### src/rtl/core/fct_pkg.sv
// Package for the fan curve and tachometer block.
// Holds item kinds, register indexes, command/status structs and constants.
// No dependencies.
`default_nettype none

package fct_pkg;

	// Item kinds
	localparam logic [1:0] KIND_TEMP = 2'd0;
	localparam logic [1:0] KIND_TACH = 2'd1;
	localparam logic [1:0] KIND_RPM  = 2'd2;

	// Configuration register indexes
	localparam int unsigned CFG_IDX_W = 1;
	localparam logic [CFG_IDX_W-1:0] REG_LOW_TEMP  = 1'd0;
	localparam logic [CFG_IDX_W-1:0] REG_HIGH_TEMP = 1'd1;

	// Reset values of the thresholds, 1/16 degree
	localparam logic signed [15:0] LOW_TEMP_RST  = 16'sd480;
	localparam logic signed [15:0] HIGH_TEMP_RST = 16'sd960;

	// Arithmetic constants
	localparam logic [6:0]  FULL_DUTY  = 7'd100;
	localparam logic [31:0] TACH_SCALE = 32'd30000000;
	localparam logic [31:0] RPM_MAX    = 32'hFFFF_FFFF;

	// Divider: 32 dividend bits, one per cycle
	localparam int unsigned DIV_W     = 32;
	localparam int unsigned DIV_CNT_W = 5;
	// TACH_SCALE < 2^25, so the rpm quotient fits in 25 bits
	localparam int unsigned QUO_W     = 25;

	// Commands from controller to datapath
	typedef struct packed {
		logic load;      // capture the accepted item
		logic div_init;  // set up dividend/divisor
		logic div_step;  // one restoring divide step
		logic mul;       // quotient times edge count
		logic commit;    // update state, load result register
	} fct_cmd_t;

	// Status from datapath to controller
	typedef struct packed {
		logic [1:0] kind;
		logic       div_needed;
	} fct_sts_t;

endpackage

`default_nettype wire

### src/rtl/core/fct_item_if.sv
// Input item channel: valid/ready plus kind, temperature and time.
// Depends on nothing.
`default_nettype none

interface fct_item_if;
	logic               valid;
	logic               ready;
	logic [1:0]         kind;
	logic signed [15:0] temperature;
	logic [31:0]        now_us;

	modport source (output valid, output kind, output temperature, output now_us,
		input ready);
	modport sink (input valid, input kind, input temperature, input now_us,
		output ready);
endinterface

`default_nettype wire

### src/rtl/core/fct_result_if.sv
// Result channel: valid/ready plus duty, change flag and rpm.
// Depends on nothing.
`default_nettype none

interface fct_result_if;
	logic        valid;
	logic        ready;
	logic [6:0]  duty_percent;
	logic        duty_changed;
	logic [31:0] rpm_value;

	modport source (output valid, output duty_percent, output duty_changed,
		output rpm_value, input ready);
	modport sink (input valid, input duty_percent, input duty_changed,
		input rpm_value, output ready);
endinterface

`default_nettype wire

### src/rtl/core/fct_cfg_if.sv
// Configuration write channel: valid/ready plus register index and data.
// Depends on fct_pkg for the index width.
`default_nettype none

interface fct_cfg_if;
	logic                             valid;
	logic                             ready;
	logic [fct_pkg::CFG_IDX_W-1:0]    index;
	logic [15:0]                      data;

	modport source (output valid, output index, output data, input ready);
	modport sink (input valid, input index, input data, output ready);
endinterface

`default_nettype wire

### src/rtl/core/fct_dp.sv
// Datapath: thresholds, fan state, tach state, shared restoring divider,
// rpm multiplier and the result register. Driven by fct_ctrl; uses fct_pkg.
`default_nettype none

module fct_dp (
	input  wire                             clk,
	input  wire                             arst_n,
	input  wire fct_pkg::fct_cmd_t          cmd,
	output fct_pkg::fct_sts_t               sts,
	input  wire                             cfg_we,
	input  wire [fct_pkg::CFG_IDX_W-1:0]    cfg_index,
	input  wire [15:0]                      cfg_data,
	input  wire [1:0]                       kind,
	input  wire signed [15:0]               temperature,
	input  wire [31:0]                      now_us,
	output logic [6:0]                      duty_percent,
	output logic                            duty_changed,
	output logic [31:0]                     rpm_value
);

	logic signed [15:0] low_q, high_q;
	logic [6:0]         duty_q;
	logic [31:0]        count_q, last_q;

	logic [1:0]         kind_q;
	logic signed [15:0] temp_q;
	logic [31:0]        now_q;

	logic [fct_pkg::DIV_W-1:0] dvd_q, dsr_q, rem_q;
	logic [56:0]               prod_q;

	logic [6:0]  duty_out_q;
	logic        chg_out_q;
	logic [31:0] rpm_out_q;

	// Curve terms
	logic signed [16:0] diff, den;
	logic               at_low, at_high;
	logic [23:0]        num;
	logic [31:0]        elapsed;

	assign diff    = {temp_q[15], temp_q} - {low_q[15], low_q};
	assign den     = {high_q[15], high_q} - {low_q[15], low_q};
	assign at_low  = temp_q <= low_q;
	assign at_high = temp_q >= high_q;
	assign num     = {7'd0, diff[16:0]} * {17'd0, fct_pkg::FULL_DUTY};
	assign elapsed = now_q - last_q;

	assign sts.kind       = kind_q;
	assign sts.div_needed = ((kind_q == fct_pkg::KIND_TEMP) && !at_low && !at_high) ||
		((kind_q == fct_pkg::KIND_RPM) && (elapsed != 32'd0));

	// Divider step
	logic [fct_pkg::DIV_W:0]   shifted;
	logic                      take;
	logic [fct_pkg::DIV_W:0]   diff_rem;

	assign shifted  = {rem_q, dvd_q[fct_pkg::DIV_W-1]};
	assign take     = shifted >= {1'b0, dsr_q};
	assign diff_rem = shifted - {1'b0, dsr_q};

	// Result of the committed item
	logic [6:0]  duty_next;
	logic [31:0] rpm_next;

	always_comb begin
		duty_next = duty_q;
		rpm_next  = 32'd0;
		case (kind_q)
			fct_pkg::KIND_TEMP: begin
				if (at_low)
					duty_next = 7'd0;
				else if (at_high)
					duty_next = fct_pkg::FULL_DUTY;
				else
					duty_next = dvd_q[6:0];
			end
			fct_pkg::KIND_RPM: begin
				if (elapsed == 32'd0 || prod_q[56:32] != 25'd0)
					rpm_next = fct_pkg::RPM_MAX;
				else
					rpm_next = prod_q[31:0];
			end
			default: begin
				duty_next = duty_q;
			end
		endcase
	end

	// Configuration registers
	always_ff @(posedge clk or negedge arst_n) begin
		if (!arst_n) begin
			low_q  <= fct_pkg::LOW_TEMP_RST;
			high_q <= fct_pkg::HIGH_TEMP_RST;
		end else if (cfg_we) begin
			if (cfg_index == fct_pkg::REG_LOW_TEMP)
				low_q <= cfg_data;
			else if (cfg_index == fct_pkg::REG_HIGH_TEMP)
				high_q <= cfg_data;
		end
	end

	// Fan and tach state
	always_ff @(posedge clk or negedge arst_n) begin
		if (!arst_n) begin
			duty_q  <= 7'd0;
			count_q <= 32'd0;
			last_q  <= 32'd0;
		end else if (cmd.commit) begin
			case (kind_q)
				fct_pkg::KIND_TEMP: duty_q <= duty_next;
				fct_pkg::KIND_TACH: count_q <= count_q + 32'd1;
				fct_pkg::KIND_RPM: begin
					count_q <= 32'd0;
					last_q  <= now_q;
				end
				default: ;
			endcase
		end
	end

	// Item capture, divider, multiplier, result register (payload only)
	always_ff @(posedge clk) begin
		if (cmd.load) begin
			kind_q <= kind;
			temp_q <= temperature;
			now_q  <= now_us;
		end
		if (cmd.div_init) begin
			rem_q <= '0;
			if (kind_q == fct_pkg::KIND_RPM) begin
				dvd_q <= fct_pkg::TACH_SCALE;
				dsr_q <= elapsed;
			end else begin
				dvd_q <= {8'd0, num};
				dsr_q <= {15'd0, den[16:0]};
			end
		end else if (cmd.div_step) begin
			rem_q <= take ? diff_rem[fct_pkg::DIV_W-1:0] : shifted[fct_pkg::DIV_W-1:0];
			dvd_q <= {dvd_q[fct_pkg::DIV_W-2:0], take};
		end
		if (cmd.mul)
			prod_q <= dvd_q[fct_pkg::QUO_W-1:0] * count_q;
		if (cmd.commit) begin
			duty_out_q <= duty_next;
			chg_out_q  <= (kind_q == fct_pkg::KIND_TEMP) && (duty_next != duty_q);
			rpm_out_q  <= rpm_next;
		end
	end

	assign duty_percent = duty_out_q;
	assign duty_changed = chg_out_q;
	assign rpm_value    = rpm_out_q;

endmodule

`default_nettype wire

### src/rtl/core/fct_ctrl.sv
// Controller: sequences capture, divide, multiply and commit for one item
// and owns the result valid flag. Uses fct_pkg command/status types.
`default_nettype none

module fct_ctrl (
	input  wire                    clk,
	input  wire                    arst_n,
	input  wire                    in_valid,
	output logic                   in_ready,
	output logic                   out_valid,
	input  wire                    out_ready,
	input  wire fct_pkg::fct_sts_t sts,
	output fct_pkg::fct_cmd_t      cmd
);

	localparam logic [2:0] ST_IDLE = 3'd0;
	localparam logic [2:0] ST_PREP = 3'd1;
	localparam logic [2:0] ST_DIV  = 3'd2;
	localparam logic [2:0] ST_MUL  = 3'd3;
	localparam logic [2:0] ST_FIN  = 3'd4;

	localparam logic [fct_pkg::DIV_CNT_W-1:0] CNT_LAST = fct_pkg::DIV_CNT_W'(fct_pkg::DIV_W - 1);

	logic [2:0]                    state_q, state_d;
	logic [fct_pkg::DIV_CNT_W-1:0] cnt_q;
	logic                          out_valid_q;
	logic                          slot_free;

	assign in_ready  = (state_q == ST_IDLE);
	assign out_valid = out_valid_q;
	assign slot_free = !out_valid_q || out_ready;

	// Next state and commands
	always_comb begin
		state_d = state_q;
		cmd     = '0;
		case (state_q)
			ST_IDLE: begin
				if (in_valid) begin
					cmd.load = 1'b1;
					state_d  = ST_PREP;
				end
			end
			ST_PREP: begin
				if (sts.div_needed) begin
					cmd.div_init = 1'b1;
					state_d      = ST_DIV;
				end else begin
					state_d = ST_FIN;
				end
			end
			ST_DIV: begin
				cmd.div_step = 1'b1;
				if (cnt_q == CNT_LAST)
					state_d = (sts.kind == fct_pkg::KIND_RPM) ? ST_MUL : ST_FIN;
			end
			ST_MUL: begin
				cmd.mul = 1'b1;
				state_d = ST_FIN;
			end
			ST_FIN: begin
				if (slot_free) begin
					cmd.commit = 1'b1;
					state_d    = ST_IDLE;
				end
			end
			default: state_d = ST_IDLE;
		endcase
	end

	always_ff @(posedge clk or negedge arst_n) begin
		if (!arst_n) begin
			state_q     <= ST_IDLE;
			cnt_q       <= '0;
			out_valid_q <= 1'b0;
		end else begin
			state_q <= state_d;
			if (state_q == ST_DIV)
				cnt_q <= cnt_q + 1'b1;
			else
				cnt_q <= '0;
			if (cmd.commit)
				out_valid_q <= 1'b1;
			else if (out_ready)
				out_valid_q <= 1'b0;
		end
	end

	// Checks
	a_accept_prep: assert property (@(posedge clk) disable iff (!arst_n)
		in_valid && in_ready |=> state_q == ST_PREP)
		else $error("accepted item did not move to prep");

	a_commit_free: assert property (@(posedge clk) disable iff (!arst_n)
		cmd.commit |-> slot_free)
		else $error("commit while result register still full");

	a_commit_valid: assert property (@(posedge clk) disable iff (!arst_n)
		cmd.commit |=> out_valid_q)
		else $error("commit did not raise result valid");

	a_div_ends: assert property (@(posedge clk) disable iff (!arst_n)
		state_q == ST_DIV && cnt_q == CNT_LAST |=> state_q != ST_DIV)
		else $error("divider ran past its last step");

endmodule

`default_nettype wire

### src/rtl/core/fan_curve_and_tachometer_top.sv
// Top level of the fan curve and tachometer block.
// Depends on fct_pkg, fct_item_if, fct_result_if, fct_cfg_if, fct_ctrl, fct_dp.
//
//   channel    dir  content
//   item_in    in   kind, temperature, now_us
//   result_out out  duty_percent, duty_changed, rpm_value
//   cfg        in   index (0 low_temperature, 1 high_temperature), data
//
// A tach edge, an unused kind, a temperature at or past a threshold or an rpm read with
// zero elapsed time goes straight to commit; any other temperature uses the 32-step
// shared restoring divider, any other rpm read the divider and then the multiplier.
// One item in work at a time; the next is taken once its result is registered,
// even while that result is stalled. Reset clears control and state, thresholds to
// 480/960; config always ready, user to write it idle only, not enforced by the block.
`default_nettype none

module fan_curve_and_tachometer_top (
	input wire           clk,
	input wire           arst_n,
	fct_item_if.sink     item_in,
	fct_result_if.source result_out,
	fct_cfg_if.sink      cfg
);

	fct_pkg::fct_cmd_t cmd;
	fct_pkg::fct_sts_t sts;

	assign cfg.ready = 1'b1;

	fct_ctrl u_ctrl (
		.clk       (clk),
		.arst_n    (arst_n),
		.in_valid  (item_in.valid),
		.in_ready  (item_in.ready),
		.out_valid (result_out.valid),
		.out_ready (result_out.ready),
		.sts       (sts),
		.cmd       (cmd)
	);

	fct_dp u_dp (
		.clk          (clk),
		.arst_n       (arst_n),
		.cmd          (cmd),
		.sts          (sts),
		.cfg_we       (cfg.valid),
		.cfg_index    (cfg.index),
		.cfg_data     (cfg.data),
		.kind         (item_in.kind),
		.temperature  (item_in.temperature),
		.now_us       (item_in.now_us),
		.duty_percent (result_out.duty_percent),
		.duty_changed (result_out.duty_changed),
		.rpm_value    (result_out.rpm_value)
	);

endmodule

`default_nettype wire

### src/flat_wrapper.sv
// flat-port wrapper written by rule: the top's interface ports become plain ports
module fan_curve_and_tachometer_top_flat 
  (clk, arst_n, item_in_valid, item_in_kind, item_in_temperature, item_in_now_us, item_in_ready, result_out_valid, result_out_duty_percent, result_out_duty_changed, result_out_rpm_value, result_out_ready, cfg_valid, cfg_index, cfg_data, cfg_ready);
  fct_item_if item_in_i ();
  fct_result_if result_out_i ();
  fct_cfg_if cfg_i ();
  input wire clk;
  input wire arst_n;
  input wire logic [$bits(item_in_i.valid)-1:0] item_in_valid;
  input wire logic [$bits(item_in_i.kind)-1:0] item_in_kind;
  input wire logic [$bits(item_in_i.temperature)-1:0] item_in_temperature;
  input wire logic [$bits(item_in_i.now_us)-1:0] item_in_now_us;
  output wire logic [$bits(item_in_i.ready)-1:0] item_in_ready;
  output wire logic [$bits(result_out_i.valid)-1:0] result_out_valid;
  output wire logic [$bits(result_out_i.duty_percent)-1:0] result_out_duty_percent;
  output wire logic [$bits(result_out_i.duty_changed)-1:0] result_out_duty_changed;
  output wire logic [$bits(result_out_i.rpm_value)-1:0] result_out_rpm_value;
  input wire logic [$bits(result_out_i.ready)-1:0] result_out_ready;
  input wire logic [$bits(cfg_i.valid)-1:0] cfg_valid;
  input wire logic [$bits(cfg_i.index)-1:0] cfg_index;
  input wire logic [$bits(cfg_i.data)-1:0] cfg_data;
  output wire logic [$bits(cfg_i.ready)-1:0] cfg_ready;
  assign item_in_i.valid = item_in_valid;
  assign item_in_i.kind = item_in_kind;
  assign item_in_i.temperature = item_in_temperature;
  assign item_in_i.now_us = item_in_now_us;
  assign item_in_ready = item_in_i.ready;
  assign result_out_valid = result_out_i.valid;
  assign result_out_duty_percent = result_out_i.duty_percent;
  assign result_out_duty_changed = result_out_i.duty_changed;
  assign result_out_rpm_value = result_out_i.rpm_value;
  assign result_out_i.ready = result_out_ready;
  assign cfg_i.valid = cfg_valid;
  assign cfg_i.index = cfg_index;
  assign cfg_i.data = cfg_data;
  assign cfg_ready = cfg_i.ready;
  fan_curve_and_tachometer_top u_core (.clk(clk), .arst_n(arst_n), .item_in(item_in_i), .result_out(result_out_i), .cfg(cfg_i));
endmodule
### config.mk
export PLATFORM = sky130hd
export DESIGN_NAME = fan_curve_and_tachometer_top_flat
export DESIGN_NICKNAME = d
export VERILOG_FILES = /design/src/rtl/core/fct_pkg.sv /design/src/rtl/core/fct_item_if.sv /design/src/rtl/core/fct_result_if.sv /design/src/rtl/core/fct_cfg_if.sv /design/src/rtl/core/fct_dp.sv /design/src/rtl/core/fct_ctrl.sv /design/src/rtl/core/fan_curve_and_tachometer_top.sv /design/src/flat_wrapper.sv
export SDC_FILE = /design/constraint.sdc
export NUM_CORES = 2
export LEC_CHECK = 0
export BUFFER_PORTS_ARGS = -buffer_cell sky130_fd_sc_hd__buf_2
export CORE_ASPECT_RATIO = 1.4
export CORE_MARGIN = 2
export CORE_UTILIZATION = 32
export DETAILED_ROUTE_END_ITERATION = 10
export PLACE_DENSITY_LB_ADDON = 0.2
export SLEW_MARGIN = 20
export SYNTH_ARGS = -nofsm -noshare
export SYNTH_HDL_FRONTEND = slang
export SYNTH_SLANG_ARGS = --single-unit
### constraint.sdc
create_clock -name clk -period 7.2 [get_ports clk]
set_input_delay 1.44 -clock clk [delete_from_list [all_inputs] [get_ports clk]]
set_output_delay 1.44 -clock clk [all_outputs]
set_load 0.01 [all_outputs]
# Yosys cells after proc, flatten, opt, wreduce, memory -nomap -nowiden
# Cells that the tools add are included.
[word_totals]
reg_bits = 355
input_bits = 72
word_cells = 93
[op_classes]
addsub = 6
n_mul = 2
order_cmp = 3
eq_ne = 11
muxes = 27
bitwise_logic = 1
reduce_logical = 24
[op_table]
columns = ["operator", "count"]
rows = [
  ["$mux W32", 4],
  ["$pmux W32 S2", 1],
  ["$sub A32 B32 Y32", 2],
  ["$mul A25 B32 Y57", 1],
  ["$sub A16 B16 Y17", 2],
  ["$ge A33 B32 Y1", 1],
  ["$add A32 B1 Y32 const B", 1],
  ["$logic_not A32 Y1", 1],
  ["$reduce_bool A32 Y1", 1],
  ["$mux W25", 1],
  ["$reduce_bool A25 Y1", 1],
  ["$mul A17 B5 Y22 const B", 1],
  ["$mux W7", 3],
  ["$mux W17", 1],
  ["$ge A16 B16 Y1", 1],
  ["$le A16 B16 Y1", 1],
  ["$mux W3", 5],
  ["$pmux W3 S5", 1],
  ["$mux W1", 10],
  ["$reduce_and A2 Y1", 5],
  ["$ne A7 B7 Y1", 1],
  ["$eq A3 B2 Y1 const B", 2],
  ["$ne A2 B2 Y1 const B", 3],
  ["$reduce_bool A2 Y1", 3],
  ["other kinds (14)", 21],
]

# Depth between registers and ports, before layout
[logic_depth]
word_depth = 8
ltp_mapped = 29
mapped_depth_nobuf = 27

# Cells and area by module
# From an unflattened synthesis, not the netlist that was laid out.
[unflattened]
cells_unflattened = 4920
hier_area_um2 = 46409.5
[by_module_without_submodules]
columns = ["module", "n_inst", "cells_per_inst", "area_each_um2", "seq_area_each_um2"]
rows = [
  ["fct_dp", 1, 4875, 45949.1, 9564.2],
  ["fct_ctrl", 1, 43, 449.2, 225.2],
  ["fan_curve_and_tachometer_top", 1, 2, 11.3, 0.0],
]

# Worst setup path after synthesis
# OpenSTA, ideal clock, no wires.
[synth_timing]
path_kind = "flip-flop to flip-flop"
from = "register u_core.u_dp.dvd_q[4] in the netlist's numbering"
to = "register u_core.u_dp.prod_q[55], data pin"
setup_ps = 263
arrival_ps = 7131
slack_ps = -194
stages_incl_launch_ff = 28
n_path_buf = 2
synth_period_minus_slack_ps = 7394
path_cell_list = "edfxtp_1 -> clkbuf_1 -> buf_1 -> nand2_1 -> fa_1 -> inv_1 -> fa_1 -> inv_1 -> fa_1 -> inv_1 -> fa_1 -> inv_1 -> fa_1 -> inv_1 -> fa_1 -> inv_1 -> fa_1 -> inv_1 -> ha_1 -> and4_1 -> and2_1 -> a41oi_1 -> o21a_1 -> o41ai_1 -> a21o_1 -> or4_1 -> a311oi_1 -> xnor2_1"
[synth_via]
elab_chain_len = 1
[synth_lines]
columns = ["item", "line_no", "source"]
rows = [
  ["start, declared", "fct_dp.sv:29", "logic [fct_pkg::DIV_W-1:0] dvd_q, dsr_q, rem_q;"],
  ["start signal, assigned", "fct_dp.sv:132", "dvd_q <= fct_pkg::TACH_SCALE;"],
  ["start signal, assigned", "fct_dp.sv:135", "dvd_q <= {8'd0, num};"],
  ["start signal, assigned", "fct_dp.sv:140", "dvd_q <= {dvd_q[fct_pkg::DIV_W-2:0], take};"],
  ["$mul A25 B32 Y57", "fct_dp.sv:143", "prod_q <= dvd_q[fct_pkg::QUO_W-1:0] * count_q;"],
  ["end signal, assigned", "fct_dp.sv:143", ""],
  ["end, declared", "fct_dp.sv:30", "logic [56:0] prod_q;"],
]
# Every way passes these cells.
# A chain may end at the register's enable or synchronous reset.

# Final worst setup path
[layout_timing]
from = "register u_core.u_dp.dvd_q[11] in the netlist's numbering"
to = "register u_core.u_dp.prod_q[55], data pin"
# The elaborated chain is that of the path after synthesis.

==> results.json <==
{
  "status": "finished clean",
  "hold_viol": 0,
  "tritoncts": "yes",
  "synth_ff_type": "edfxtp_1",
  "totalWireLength_microns": 139000,
  "ant_nets": 0,
  "slew_violations": 0,
  "skew_ps": 60.1,
  "fin_crit_ps": 7200,
  "arrival_ps": 7600,
  "end_kind": "register",
  "syn2layout_area_growth_pct": 16.3,
  "post-route-util": 0.373,
  "path_class": "reg2reg",
  "critPathBufInv": 8,
  "antenna_found_initial": 3,
  "max_slew_margin": 0.341,
  "nets": 6306,
  "num_vias": 34300,
  "cp_top_family": "adder cells",
  "tightest_slew_ps": 976,
  "io_buffers": 113,
  "synth_area_leaders": "fa_1, edfxtp_1, ha_1",
  "layout-drive-gt1-share": 0.142,
  "ys_ff_latch": 355,
  "synthAdderAreaFrac": 0.403,
  "irDropWorstVdd_uv": 436,
  "first_iter_violations": 1423,
  "synth_edf_count": 211,
  "firstDrtPassIters": 8,
  "rsz0062_at_grt": "yes",
  "initial_core_util": 0.321,
  "r2r_slack_ps": 3,
  "drc": 0,
  "muxShareOfSynthArea": 0.0137,
  "hp-class": "reg2reg",
  "numCtsBuffers": 45,
  "clock_latency_ps": 660,
  "grt_pass1_vias": 37000,
  "cts-htree-levels": 2,
  "synth_area_leader_cell": "fa_1",
  "clockRootBuffer": "clkbuf_16",
  "clock_sinks": 355,
  "worstPathRequired_ps": 7600,
  "chipWidth_microns": 325,
  "synth_simple_gate_area_frac": 0.152,
  "min_period_over_period": 1.00,
  "synth_top_family_by_area": "adder cells",
  "place_congestion": 0.877,
  "cpMostUsedCell": "fa_1",
  "avgViaCountPerCell": 4.82,
  "cpMaxStageDelayCell": "fa_1",
  "ioPinCount": 115,
  "grt.overflow.total": 0,
  "power_mw": 15.9,
  "syn_nets": 6020,
  "clk_path_buf_depth": 3,
  "cp_max_fo": 10,
  "syn_inst": 4882,
  "yosysWarnings": 0,
  "clk_pin_slew_worst_paths_ps": 60,
  "row_count": 165,
  "cts_hold_buf": 0,
  "synth_xor_area_frac": 0.0305,
  "grt_usage": 0.190,
  "synth_cell_types": 89,
  "die-area_sq_um": 148000,
  "syn_area_sq_um": 46200,
  "synthArstFlopShare": 0.315,
  "setup-violations-final": 0,
  "die_h_microns": 454,
  "power.density_nw_per_um2": 296,
  "maxCapViolations": 0,
  "coreArea_sq_um": 144000,
  "wl_per_cell_microns": 19.5,
  "grt_pass1_wl_microns": 215000,
  "synth_compound_gate_area_share": 0.0940,
  "startpoint_type": "register",
  "ys_seq_area_frac": 0.212,
  "synth.top_cell.area_share": 0.305,
  "grt_max_degree": 76,
  "post-dp-hpwl_microns": 116000,
  "max_freq_ghz": 0.139,
  "synth.avg_cell_area_sq_um": 9.47,
  "critPathMaxStageDelay_ps": 590,
  "p_leak_nw": 25.7
}
Yosys cell counts (6+ instances only):
cell type / instances
nand4_1: 22
a21boi_0: 9
dfstp_2: 8
a311oi_1: 6
nor4_1: 11
mux2i_1: 8
a21o_1: 69
nand3_1: 46
dfrtp_1: 104
a211o_1: 6
dfxtp_1: 32
nor2b_1: 41
nand2_1: 561
a41oi_1: 6
buf_1: 12
o21ai_0: 144
o31ai_1: 8
or3_1: 21
a21oi_1: 163
xnor2_1: 92
a22oi_1: 19
clkbuf_1: 214
buf_2: 8
o21a_1: 54
nor2_1: 169
edfxtp_1: 211
xor2_1: 69
a211oi_1: 25
or2_2: 7
ha_1: 363
nand2b_1: 24
inv_1: 922
o31a_1: 10
and2_1: 419
o211ai_1: 9
and4_1: 7
o21bai_1: 15
o2bb2ai_2: 10
fa_1: 703
o22ai_1: 22
mux2_2: 49
nor3_1: 48
and3_1: 28
a31oi_1: 17
power by group:
group | switching [mW] | internal (mW) | total (mW)
clock | 1.03 | 1.38 | 2.41
sequential | 0.283 | 2.82 | 3.10
combinational | 6.03 | 4.37 | 10.4
registers in the layout, summed over array words and instances (netlist names):
name	count
u_core.u_ctrl.cnt_q	5
u_core.u_ctrl.out_valid	1
u_core.u_ctrl.state_q	3
u_core.u_dp.count_q	32
u_core.u_dp.dsr_q	32
u_core.u_dp.duty_changed	1
u_core.u_dp.duty_percent	7
u_core.u_dp.duty_q	7
u_core.u_dp.dvd_q	32
u_core.u_dp.high_q	16
u_core.u_dp.kind_q	2
u_core.u_dp.last_q	32
u_core.u_dp.low_q	16
u_core.u_dp.now_q	32
u_core.u_dp.prod_q	57
u_core.u_dp.rem_q	32
u_core.u_dp.rpm_value	32
u_core.u_dp.temp_q	16
path summary, 6_finish.rpt:
path	from	end	depth (start not counted)
worst max-delay path	u_core.u_dp.dvd_q[11]	u_core.u_dp.prod_q[55]	25
worst min-delay path	u_core.u_ctrl.cnt_q[0]	u_core.u_ctrl.cnt_q[0]	1
worst max register to register	u_core.u_dp.dvd_q[11]	u_core.u_dp.prod_q[55]	25
worst min register to register	u_core.u_ctrl.cnt_q[0]	u_core.u_ctrl.cnt_q[0]	1
max in group asynchronous	arst_n	u_core.u_dp.count_q[20]	2
min in group asynchronous	arst_n	u_core.u_dp.last_q[24]	1
placed cells by master (no fill, tap or decap), types with 90 or more instances in the layout:
cell,synthesis,final
nand2_1,561,559
inv_1,922,917
buf_4,1,282
edfxtp_1,211,211
buf_2,8,113
and2_1,419,411
nor2_1,169,164
o21ai_0,144,129
xnor2_1,92,92
fa_1,703,685
ha_1,363,350
a21oi_1,163,151
dfrtp_1,104,90
worst register-to-register path: stages (launching register included):
cell and delay [ps]:
edfxtp_1 480, buf_12 170, buf_6 140, nand2_1 80
fa_1 550, inv_1 70, fa_1 540, inv_1 50
fa_1 490, inv_1 50, fa_1 590, fa_1 470
fa_1 500, inv_1 70, fa_2 600, inv_1 60
ha_1 280, buf_4 170, nand3_2 100, nor3_1 80
a41oi_2 220, o41ai_4 140, a21o_1 230, or4_4 510
a311oi_2 230, xnor2_1 100
kinds of logic (layout without fill, tap and decap cells):
kind of cell / Yosys count / in the layout
flip-flops: 355 / 355
adder cells (fa/ha/maj): 1066 / 1066
XOR/XNOR: 161 / 161
multiplexers: 57 / 57
buffers and inverters: 1159 / 1482
AO/OA/AOI/OAI: 656 / 656
other: 1 / 3
AND/OR/NAND/NOR: 1427 / 1427
area by class of cell:
| cell class | count | area (sq um) |
|---|---|---|
| Antenna cell | 2 | 5.00 |
| Clock buffer | 57 | 1190 |
| Clock inverter | 27 | 352 |
| Fill cell | 14800 | 90200 |
| Inverter | 923 | 3460 |
| Multi-Input combinational cell | 3368 | 32500 |
| Sequential cell | 355 | 9810 |
| Tap cell | 1920 | 2400 |
| Timing Repair Buffer | 475 | 3990 |
routing by layer:
| metal | vias to the layer above | GRT usage | share of wire |
|---|---|---|---|
| met2 | 646 | 0.374 | 0.55 |
| met4 | 2 | 0.105 | 0.065 |
| met1 | 17400 | 0.198 | 0.36 |
| met5 | - | 0 | 0.000086 |
| li1 | 16000 | - | - |
| met3 | 273 | 0.0151 | 0.025 |
through the flow:
step	setup TNS [ps]	hold WS, ps	cells	setup slack (ps)	area, sq um
floorplan	0	432	4882	4.38	46200
global placement	-5420	462	7014	-456	51300
detailed placement	-6180	466	7014	-515	51300
CTS	-0.320	474	7121	-0.320	53400
global route	-1210	493	7126	-210	53700
finish	0	471	7127	2.51	53700
repair_timing:
item | 4_1_cts | 5_1_grt
gates resized for setup | 88 | 85
pin swaps | 58 | 52
buffers inserted | 24 | 4
endpoints found under the setup margin | 19 | 16
No activity file was read; power rests on OpenSTA's default activity.
